--- src/hdl/tbs_pkg.sv ---
// Shared types and constants for the token bucket shaper.
// Used by tbs_div, tbs_core and token_bucket_shaper; depends on nothing.
`default_nettype none

package tbs_pkg;

  localparam int TIME_FRAC_BITS = 16;
  localparam int TIME_W         = 48;
  localparam int LEN_W          = 16;
  localparam int CAP_W          = 16;
  localparam int RATE_W         = 32;
  localparam int FILL_FRAC      = 16;
  localparam int FILL_W         = 32;
  localparam int MUL_W          = 32;
  localparam int PROD_W         = 2 * MUL_W;
  localparam int DIV_W          = FILL_W + TIME_FRAC_BITS;
  localparam int CNT_W          = $clog2(DIV_W + 1);
  localparam int SUM_W          = ((DIV_W > TIME_W) ? DIV_W : TIME_W) + 1;
  localparam int CFG_DATA_W     = 32;
  localparam int CFG_INDEX_W    = 1;

  localparam logic [CFG_INDEX_W-1:0] CFG_BUCKET_CAPACITY = CFG_INDEX_W'(0);
  localparam logic [CFG_INDEX_W-1:0] CFG_TOKEN_RATE      = CFG_INDEX_W'(1);

  localparam logic [CAP_W-1:0]  CAP_RESET  = CAP_W'(500);
  localparam logic [RATE_W-1:0] RATE_RESET = RATE_W'(655360);

  typedef enum logic [2:0] {
    ST_IDLE,
    ST_CHECK,
    ST_MUL_HI,
    ST_MUL_LO,
    ST_REFILL,
    ST_DECIDE,
    ST_DIV,
    ST_DONE
  } tbs_state_t;

  typedef struct packed {
    logic              start;
    logic [DIV_W-1:0]  dividend;
    logic [RATE_W-1:0] divisor;
  } div_req_t;

  typedef struct packed {
    logic             done;
    logic [DIV_W-1:0] quotient;
  } div_rsp_t;

  typedef struct packed {
    logic [TIME_W-1:0] dep;
    logic              delayed;
  } res_t;

endpackage

`default_nettype wire

--- src/hdl/tbs_div.sv ---
// Bit-serial restoring divider: one quotient bit per cycle, DIV_W quotient bits.
// Depends on tbs_pkg.
`default_nettype none

module tbs_div (
  input  wire logic              clk,
  input  wire logic              rst,
  input  wire tbs_pkg::div_req_t req,
  output tbs_pkg::div_rsp_t      rsp
);
  import tbs_pkg::*;

  logic              busy;
  logic              done;
  logic [CNT_W-1:0]  cnt;
  logic [FILL_W-1:0] rem;
  logic [DIV_W-1:0]  dq;
  logic [RATE_W-1:0] dvs;

  logic [FILL_W:0]   shifted;
  logic [FILL_W:0]   diff;
  logic              ge;

  always_comb begin
    shifted = {rem, dq[DIV_W-1]};
    ge      = shifted >= {1'b0, dvs};
    diff    = shifted - {1'b0, dvs};
  end

  always_ff @(posedge clk) begin
    if (rst) begin
      busy <= 1'b0;
      done <= 1'b0;
    end else begin
      done <= 1'b0;
      if (req.start) begin
        busy <= 1'b1;
      end else if (busy && cnt == CNT_W'(1)) begin
        busy <= 1'b0;
        done <= 1'b1;
      end
    end
  end

  always_ff @(posedge clk) begin
    if (req.start) begin
      cnt <= CNT_W'(DIV_W);
      rem <= '0;
      dq  <= req.dividend;
      dvs <= req.divisor;
    end else if (busy) begin
      cnt <= cnt - CNT_W'(1);
      // shift in the next dividend bit, keep the quotient bit at the bottom
      rem <= ge ? diff[FILL_W-1:0] : shifted[FILL_W-1:0];
      dq  <= {dq[DIV_W-2:0], ge};
    end
  end

  assign rsp.done     = done;
  assign rsp.quotient = dq;

`ifndef ASSERT_OFF
  a_start_idle: assert property (@(posedge clk) disable iff (rst)
    req.start |-> !busy) else $error("divider started while busy");
  a_busy_cnt: assert property (@(posedge clk) disable iff (rst)
    busy |-> cnt != '0) else $error("divider busy with empty count");
  a_done_idle: assert property (@(posedge clk) disable iff (rst)
    done |-> !busy) else $error("divider done while busy");
`endif

endmodule

`default_nettype wire

--- src/hdl/tbs_core.sv ---
// Shaper sequencer: backlog check, refill through a shared 32x32 multiplier,
// token decision and departure computation. Depends on tbs_pkg and tbs_div.
`default_nettype none

module tbs_core (
  input  wire logic                        clk,
  input  wire logic                        rst,
  input  wire logic                        in_valid,
  output      logic                        in_ready,
  input  wire logic [tbs_pkg::TIME_W-1:0]  arrival_time,
  input  wire logic [tbs_pkg::LEN_W-1:0]   packet_length,
  input  wire logic [tbs_pkg::CAP_W-1:0]   cap,
  input  wire logic [tbs_pkg::RATE_W-1:0]  rate,
  output      logic                        res_valid,
  input  wire logic                        res_take,
  output      tbs_pkg::res_t               res
);
  import tbs_pkg::*;

  tbs_state_t state, state_next;

  logic                first_pending;
  logic [TIME_W-1:0]   last_dep;
  logic [FILL_W-1:0]   bucket_fill;

  logic [TIME_W-1:0]   arr;
  logic [LEN_W-1:0]    len;
  logic [TIME_W-1:0]   gap;
  logic [TIME_W-1:0]   base;
  logic [TIME_W-1:0]   dep;
  logic [FILL_W-1:0]   fill_w;
  logic [FILL_W-1:0]   part_hi;
  logic [PROD_W-1:0]   prod;

  logic [FILL_W-1:0]   len_q;
  logic [FILL_W-1:0]   cap_q;
  logic                backlog;
  logic [TIME_W-1:0]   gap_hi;
  logic                gap_ovf;
  logic [MUL_W-1:0]    mul_a;
  logic [PROD_W-1:0]   mul_out;
  logic [FILL_W:0]     tokens;
  logic [FILL_W-1:0]   room;
  logic                fits;
  logic [SUM_W-1:0]    sum;
  logic [TIME_W-1:0]   sat_dep;

  div_req_t div_req;
  div_rsp_t div_rsp;

  tbs_div u_div (
    .clk (clk),
    .rst (rst),
    .req (div_req),
    .rsp (div_rsp)
  );

  always_comb begin
    len_q   = {len, FILL_FRAC'(0)};
    cap_q   = {cap, FILL_FRAC'(0)};
    backlog = !first_pending && (last_dep > arr);
    gap_hi  = gap >> TIME_FRAC_BITS;
    gap_ovf = |gap_hi[TIME_W-1:MUL_W];
    mul_a   = (state == ST_MUL_HI) ? gap_hi[MUL_W-1:0]
                                   : {{(MUL_W-TIME_FRAC_BITS){1'b0}},
                                      gap[TIME_FRAC_BITS-1:0]};
    mul_out = PROD_W'(mul_a) * PROD_W'(rate);
    tokens  = {1'b0, part_hi} + {1'b0, prod[TIME_FRAC_BITS +: FILL_W]};
    room    = cap_q - bucket_fill;
    fits    = fill_w >= len_q;
    sum     = SUM_W'(base) + SUM_W'(div_rsp.quotient);
    sat_dep = (|sum[SUM_W-1:TIME_W]) ? '1 : sum[TIME_W-1:0];
  end

  // next state
  always_comb begin
    state_next = state;
    unique case (state)
      ST_IDLE:   if (in_valid) state_next = ST_CHECK;
      ST_CHECK: begin
        if (backlog)            state_next = ST_DIV;
        else if (first_pending) state_next = ST_DECIDE;
        else                    state_next = ST_MUL_HI;
      end
      ST_MUL_HI: begin
        if (bucket_fill >= cap_q || gap_ovf) state_next = ST_DECIDE;
        else                                 state_next = ST_MUL_LO;
      end
      ST_MUL_LO: begin
        if (prod >= PROD_W'(cap_q)) state_next = ST_DECIDE;
        else                        state_next = ST_REFILL;
      end
      ST_REFILL: state_next = ST_DECIDE;
      ST_DECIDE: state_next = fits ? ST_DONE : ST_DIV;
      ST_DIV:    if (div_rsp.done) state_next = ST_DONE;
      ST_DONE:   if (res_take) state_next = ST_IDLE;
      default:   state_next = ST_IDLE;
    endcase
  end

  // outputs
  always_comb begin
    in_ready         = (state == ST_IDLE);
    res_valid        = (state == ST_DONE);
    res.dep          = dep;
    res.delayed      = dep > arr;
    div_req.start    = ((state == ST_CHECK) && backlog) ||
                       ((state == ST_DECIDE) && !fits);
    div_req.divisor  = rate;
    div_req.dividend = (state == ST_CHECK)
                       ? {len_q, TIME_FRAC_BITS'(0)}
                       : {len_q - fill_w, TIME_FRAC_BITS'(0)};
  end

  always_ff @(posedge clk) begin
    if (rst) begin
      state         <= ST_IDLE;
      first_pending <= 1'b1;
      last_dep      <= '0;
      bucket_fill   <= '0;
    end else begin
      state <= state_next;
      if (state == ST_DECIDE) begin
        // shortfall drains the bucket
        bucket_fill <= fits ? fill_w - len_q : '0;
      end
      if (state == ST_DONE && res_take) begin
        last_dep      <= dep;
        first_pending <= 1'b0;
      end
    end
  end

  always_ff @(posedge clk) begin
    unique case (state)
      ST_IDLE: begin
        if (in_valid) begin
          arr <= arrival_time;
          len <= packet_length;
        end
      end
      ST_CHECK: begin
        gap    <= arr - last_dep;
        base   <= last_dep;
        fill_w <= cap_q;
      end
      ST_MUL_HI: begin
        fill_w <= cap_q;
        prod   <= mul_out;
      end
      ST_MUL_LO: begin
        fill_w  <= cap_q;
        part_hi <= prod[FILL_W-1:0];
        prod    <= mul_out;
      end
      ST_REFILL: begin
        fill_w <= (tokens >= {1'b0, room}) ? cap_q : bucket_fill + tokens[FILL_W-1:0];
      end
      ST_DECIDE: begin
        if (fits) dep  <= arr;
        else      base <= arr;
      end
      ST_DIV: begin
        if (div_rsp.done) dep <= sat_dep;
      end
      ST_DONE: ;
      default: ;
    endcase
  end

`ifndef ASSERT_OFF
  a_accept_check: assert property (@(posedge clk) disable iff (rst)
    (in_valid && in_ready) |=> state == ST_CHECK)
    else $error("accepted beat did not start a check");
  a_res_hold: assert property (@(posedge clk) disable iff (rst)
    (res_valid && !res_take) |=> res_valid && $stable(res.dep))
    else $error("pending result changed");
  a_first_clear: assert property (@(posedge clk) disable iff (rst)
    (res_valid && res_take) |=> !first_pending)
    else $error("first flag survived a result");
  a_div_start: assert property (@(posedge clk) disable iff (rst)
    div_req.start |=> state == ST_DIV)
    else $error("divider started outside the divide path");
`endif

endmodule

`default_nettype wire

--- src/hdl/token_bucket_shaper.sv ---
// Token bucket shaper top level: configuration registers, sequencer core and
// output register. Depends on tbs_pkg and tbs_core.
// A packet that leaves on arrival passes the check, the refill states if needed
// and the decision before out_valid (the refill path is the longest); when a
// delay is computed, the 48-step bit-serial divider sets the time to out_valid.
// One packet at a time; a new beat is taken the cycle after the previous
// result has moved to the output register.
// Reset (rst, synchronous): clears the shaper state, loads capacity 500 and
// rate 655360 (Q16.16), and empties the output register.
`default_nettype none

module token_bucket_shaper (
  input  wire logic                            clk,
  input  wire logic                            rst,
  input  wire logic                            cfg_wr_en,
  input  wire logic [tbs_pkg::CFG_INDEX_W-1:0] cfg_index,
  input  wire logic [tbs_pkg::CFG_DATA_W-1:0]  cfg_data,
  input  wire logic                            in_valid,
  output      logic                            in_ready,
  input  wire logic [tbs_pkg::TIME_W-1:0]      arrival_time,
  input  wire logic [tbs_pkg::LEN_W-1:0]       packet_length,
  output      logic                            out_valid,
  input  wire logic                            out_ready,
  output      logic [tbs_pkg::TIME_W-1:0]      departure_time,
  output      logic                            was_delayed
);
  import tbs_pkg::*;

  logic [CAP_W-1:0]  bucket_capacity;
  logic [RATE_W-1:0] token_rate;
  logic [RATE_W-1:0] eff_rate;
  logic              res_valid;
  logic              res_take;
  res_t              res;

  always_ff @(posedge clk) begin
    if (rst) begin
      bucket_capacity <= CAP_RESET;
      token_rate      <= RATE_RESET;
    end else if (cfg_wr_en) begin
      case (cfg_index)
        CFG_BUCKET_CAPACITY: bucket_capacity <= cfg_data[CAP_W-1:0];
        CFG_TOKEN_RATE:      token_rate      <= cfg_data[RATE_W-1:0];
        default: ;
      endcase
    end
  end

  // a zero rate counts as the smallest step
  assign eff_rate = (token_rate == '0) ? RATE_W'(1) : token_rate;

  tbs_core u_core (
    .clk           (clk),
    .rst           (rst),
    .in_valid      (in_valid),
    .in_ready      (in_ready),
    .arrival_time  (arrival_time),
    .packet_length (packet_length),
    .cap           (bucket_capacity),
    .rate          (eff_rate),
    .res_valid     (res_valid),
    .res_take      (res_take),
    .res           (res)
  );

  assign res_take = res_valid && (!out_valid || out_ready);

  always_ff @(posedge clk) begin
    if (rst) begin
      out_valid <= 1'b0;
    end else if (res_take) begin
      out_valid <= 1'b1;
    end else if (out_ready) begin
      out_valid <= 1'b0;
    end
  end

  always_ff @(posedge clk) begin
    if (res_take) begin
      departure_time <= res.dep;
      was_delayed    <= res.delayed;
    end
  end

endmodule

`default_nettype wire
--- config.mk ---
export PLATFORM = sky130hd
export DESIGN_NAME = token_bucket_shaper
export DESIGN_NICKNAME = d
export VERILOG_FILES = /design/src/hdl/tbs_pkg.sv /design/src/hdl/tbs_div.sv /design/src/hdl/tbs_core.sv /design/src/hdl/token_bucket_shaper.sv
export SDC_FILE = /design/constraint.sdc
export NUM_CORES = 2
export LEC_CHECK = 0
export ABC_AREA = 1
export BUFFER_PORTS_ARGS = -buffer_cell sky130_fd_sc_hd__buf_2
export CAP_MARGIN = 15
export CORE_ASPECT_RATIO = 0.8
export CORE_MARGIN = 4
export CORE_UTILIZATION = 50
export DETAILED_ROUTE_END_ITERATION = 10
export GPL_TIMING_DRIVEN = 0
export PLACE_DENSITY_LB_ADDON = 0.15
export SLEW_MARGIN = 20
export SYNTH_ARGS = -nofsm -noshare
export SYNTH_HDL_FRONTEND = slang
export SYNTH_SLANG_ARGS = --single-unit
export TNS_END_PERCENT = 10
--- constraint.sdc ---
create_clock -name clk -period 7.3 [get_ports clk]
set_input_delay 0.73 -clock clk [delete_from_list [all_inputs] [get_ports clk]]
set_output_delay 0.73 -clock clk [all_outputs]
set_load 0.02 [all_outputs]
==> metrics.txt <==
DR iter-0 viols roughly 9000; die area 0.1528 mm2; vias in the first global route 62880; DRC 0; PortBufs 151; Post-Route WL between 300000 and 400000 um; post-DR vias/cell approximately 6; Max H-tree Level 3; Crit path depth 25; failing checks setup timing; fin crit share 112.0%; Critical path origin token_rate[12]; Max FO, Critical Path 10; setup TNS -28.70 ns; worst-margin pin slew 1.244 ns; Max Slew Vio Count 0; Die Wd 436.0 um; DR vias between 60000 and 70000; initial antenna violation count 14; synth cell count leaders nand2_1 (1744), inv_1 (1617), nor2_1 (1119); clk sink count 638; GP Congestion about 1.1; most area-consuming cells after synthesis fa_1 (25%), edfxtp_1 (19%), ha_1 (10%), nand2_1 (8.9%), inv_1 (8.3%); Yosys warnings 0; Largest stage delay, worst path 0.63 ns; top cell type by total area after synthesis fa_1; top_reg_cell synth edfxtp_1; first-pass GRT wire length 439200 um; crit path buf inv count 9; Post-DP HPWL 259700 um; Initial Utilization between 50 and 60%; Post-synth EDFFs 465; Max Clk Rate 122.3 MHz; most frequent cell after synthesis nand2_1; Critical Path RT 7.73 ns; Core ar. around 0.15 mm2; Hold Crit Class in2reg; VDD IR max 0.8520 mV; pwr/cell area 400.0 mW/mm2; Leak Pwr 37.92 nW; TritonCTS buffer count 75; unrepaired setup endpoints after global routing true; area delta synth->final 12.96%; final setup violation count 47; Chip Height 350.4 um; Post-Synthesis Cells 8958; Clock Tree Buf Depth 3; clock-pin slew on the worst setup and hold paths 0.08 ns; CTS tree yes; Finished Layout Cells 11270; clk_lat worst skew 0.72 ns; post-layout util 56.90%; hold buffer count at cts 0; critical path class reg2reg; Slowest-stage cell, CP dfxtp_2; synthesized area 0.07327 mm2; DR WL/cell 27.56 um; Final WS setup -0.8771 ns; crit path capture u_core.prod[29]; Period minus WS final 8.177 ns; post-route ant nets 0; Syn Area/Cell 8.179 um2; overall routing resource usage 40.02%; Synth async-reset ratio 0%; reg-to-reg slack, setup -0.88 ns; DP Cell Count between 10000 and 15000; sequential fraction of the synthesis area 23.78%; Critical R2R Capture u_core.prod[29]; Worst EP arrival 8.61 ns; GR Overflow Total 0; share of Yosys cell area claimed by the top area cell type about a quarter; Reg2Reg Depth 25; synthesized net count 10560; Pre-Repair DR Iteration Count 9; number of library cell types mapped by synthesis a little under 70; Place WS -3.233 ns; critical path launch point type flop; largest net degree at the start of global routing 49; Worst setup EP type flop; CP top delay family adder cells; CTS Root Buffer Type clkbuf_16; share of layout cells above drive strength 1 10.28%; row cnt 125; Final Hold Fails 0; status finished, violations left; slew margin rel. around 16%; max_cap viols 0; # nets final ~11000; skew final 0.04487 ns; I/O pin count 153; Yosys reg bits 638; worst r2r src token_rate[12]
worst min path at each step:
stage / startpoint / to / cells after the start
4_1_cts: arrival_time[0] / u_core.arr[0] / 1
5_1_grt: arrival_time[6] / u_core.arr[6] / 1
2_1_floorplan: u_core.dep[0] / departure_time[0] / 0
3_3_place_gp: u_core.prod[8] / u_core.part_hi[8] / 0
6_report: arrival_time[8] / u_core.arr[8] / 1
3_5_place_dp: u_core.prod[9] / u_core.part_hi[9] / 0
worst register-to-register path, stage by stage (launching register included):
cell and delay (ns):
dfxtp_2 0.63, clkinv_2 0.43, clkbuf_2 0.53, nor2_2 0.25, fa_2 0.47, fa_1 0.57
inv_1 0.08, fa_2 0.57, fa_1 0.44, fa_1 0.56, inv_1 0.06, fa_1 0.46
fa_1 0.49, inv_1 0.05, fa_2 0.56, inv_1 0.08, ha_4 0.36, nand2_2 0.11
nor2_2 0.12, inv_1 0.10, nor2_2 0.12, inv_2 0.07, nor4_4 0.28, a21oi_4 0.16
buf_4 0.17, xor2_1 0.16
layout make-up:
class / instances / area [um2]
inverters: 1664 / 6359
flip-flops and latches: 638 / 17460
clock inverters: 40 / 543.0
well taps: 1905 / 2384
multi-input cells: 6344 / 49590
fillers: 13520 / 62680
clock buffers: 100 / 2098
diodes: 17 / 42.54
repair buffers: 260 / 1981
plain buffers: 303 / 2305
cells in the final DEF, fill, tap and decap left out, drive strengths merged, types with 9 or more instances in the layout:
master / Yosys / routed
nand4: 62 / 62
nor2: 1129 / 1129
diode: 0 / 17
o21bai: 51 / 51
nand3b: 9 / 9
ha: 601 / 601
a21boi: 19 / 19
inv: 1645 / 1648
clkinv: 19 / 40
o21ai: 441 / 441
nand2: 1759 / 1759
xnor2: 95 / 95
o211ai: 20 / 20
a21o: 48 / 48
nand3: 216 / 216
clkinvlp: 0 / 9
a22oi: 23 / 23
a31oi: 44 / 44
buf: 72 / 339
a211oi: 10 / 10
nor3: 68 / 68
fa: 902 / 902
o21a: 33 / 33
or2: 23 / 23
nor4: 46 / 46
a21oi: 542 / 542
xor2: 165 / 165
dfxtp: 173 / 173
edfxtp: 465 / 465
clkbuf: 240 / 324
cell families (layout without fill, tap and decap cells):
kind of cell	after synthesis	after routing	share of synthesized area [%]
flip-flops	638	638	23.78
AND/OR/NAND/NOR	3325	3325	18.32
AO/OA/AOI/OAI	1256	1256	9.556
other	0	17	0
buffers and inverters	1976	2367	10.33
adder cells (fa/ha/maj)	1503	1503	34.91
XOR/XNOR	260	260	3.108
registers in the layout, indices dropped and copies added, names as in the netlist, 48 cells and up:
register	flops
u_core.arr	48
u_core.base	48
u_core.dep	48
u_core.u_div.dq	48
u_core.prod	64
departure_time	48
u_core.last_dep	48
u_core.gap	48
power breakdown:
group          switching [mW]  internal (mW)  leakage (nW)  total [mW]
registers               0.395           4.78          5.70        5.17
logic                    15.2           8.67          30.9        23.8
clock network            1.77           2.32          1.28        4.09
total                    17.3           15.8          37.9        33.1
repair_timing:
item	CTS	global route
hold endpoints to repair	0	0
setup buffers	55	35
endpoints found under the setup margin	56	51
pin swaps	45	59
gates resized for setup	543	186
gates cloned	1	2
metrics by stage:
stage / total power [mW] / hold slack [ns] / area [um2]
CTS: 30.32 / 0.1443 / 81860
global placement: 23.31 / 0.4327 / 76450
floorplan: 16.20 / 0.4264 / 73310
global route: 34.62 / 0.1549 / 82730
finish: 33.10 / 0.1903 / 82770
detailed placement: 23.44 / 0.4429 / 76860
routing by layer:
| layer | global-route usage (%) | share of wire (%) | wire length, um | up-vias |
|---|---|---|---|---|
| met3 | 17.88 | 16 | 48410 | 546 |
| met2 | 52.38 | 38 | 116900 | 3933 |
| li1 | - | - | - | 28840 |
| met4 | 11.45 | 3.4 | 10660 | 4 |
| met1 | 58.81 | 43 | 134400 | 32550 |
| met5 | 1.334 | 0.087 | 270 | - |
No activity file was read; power rests on OpenSTA's default activity.
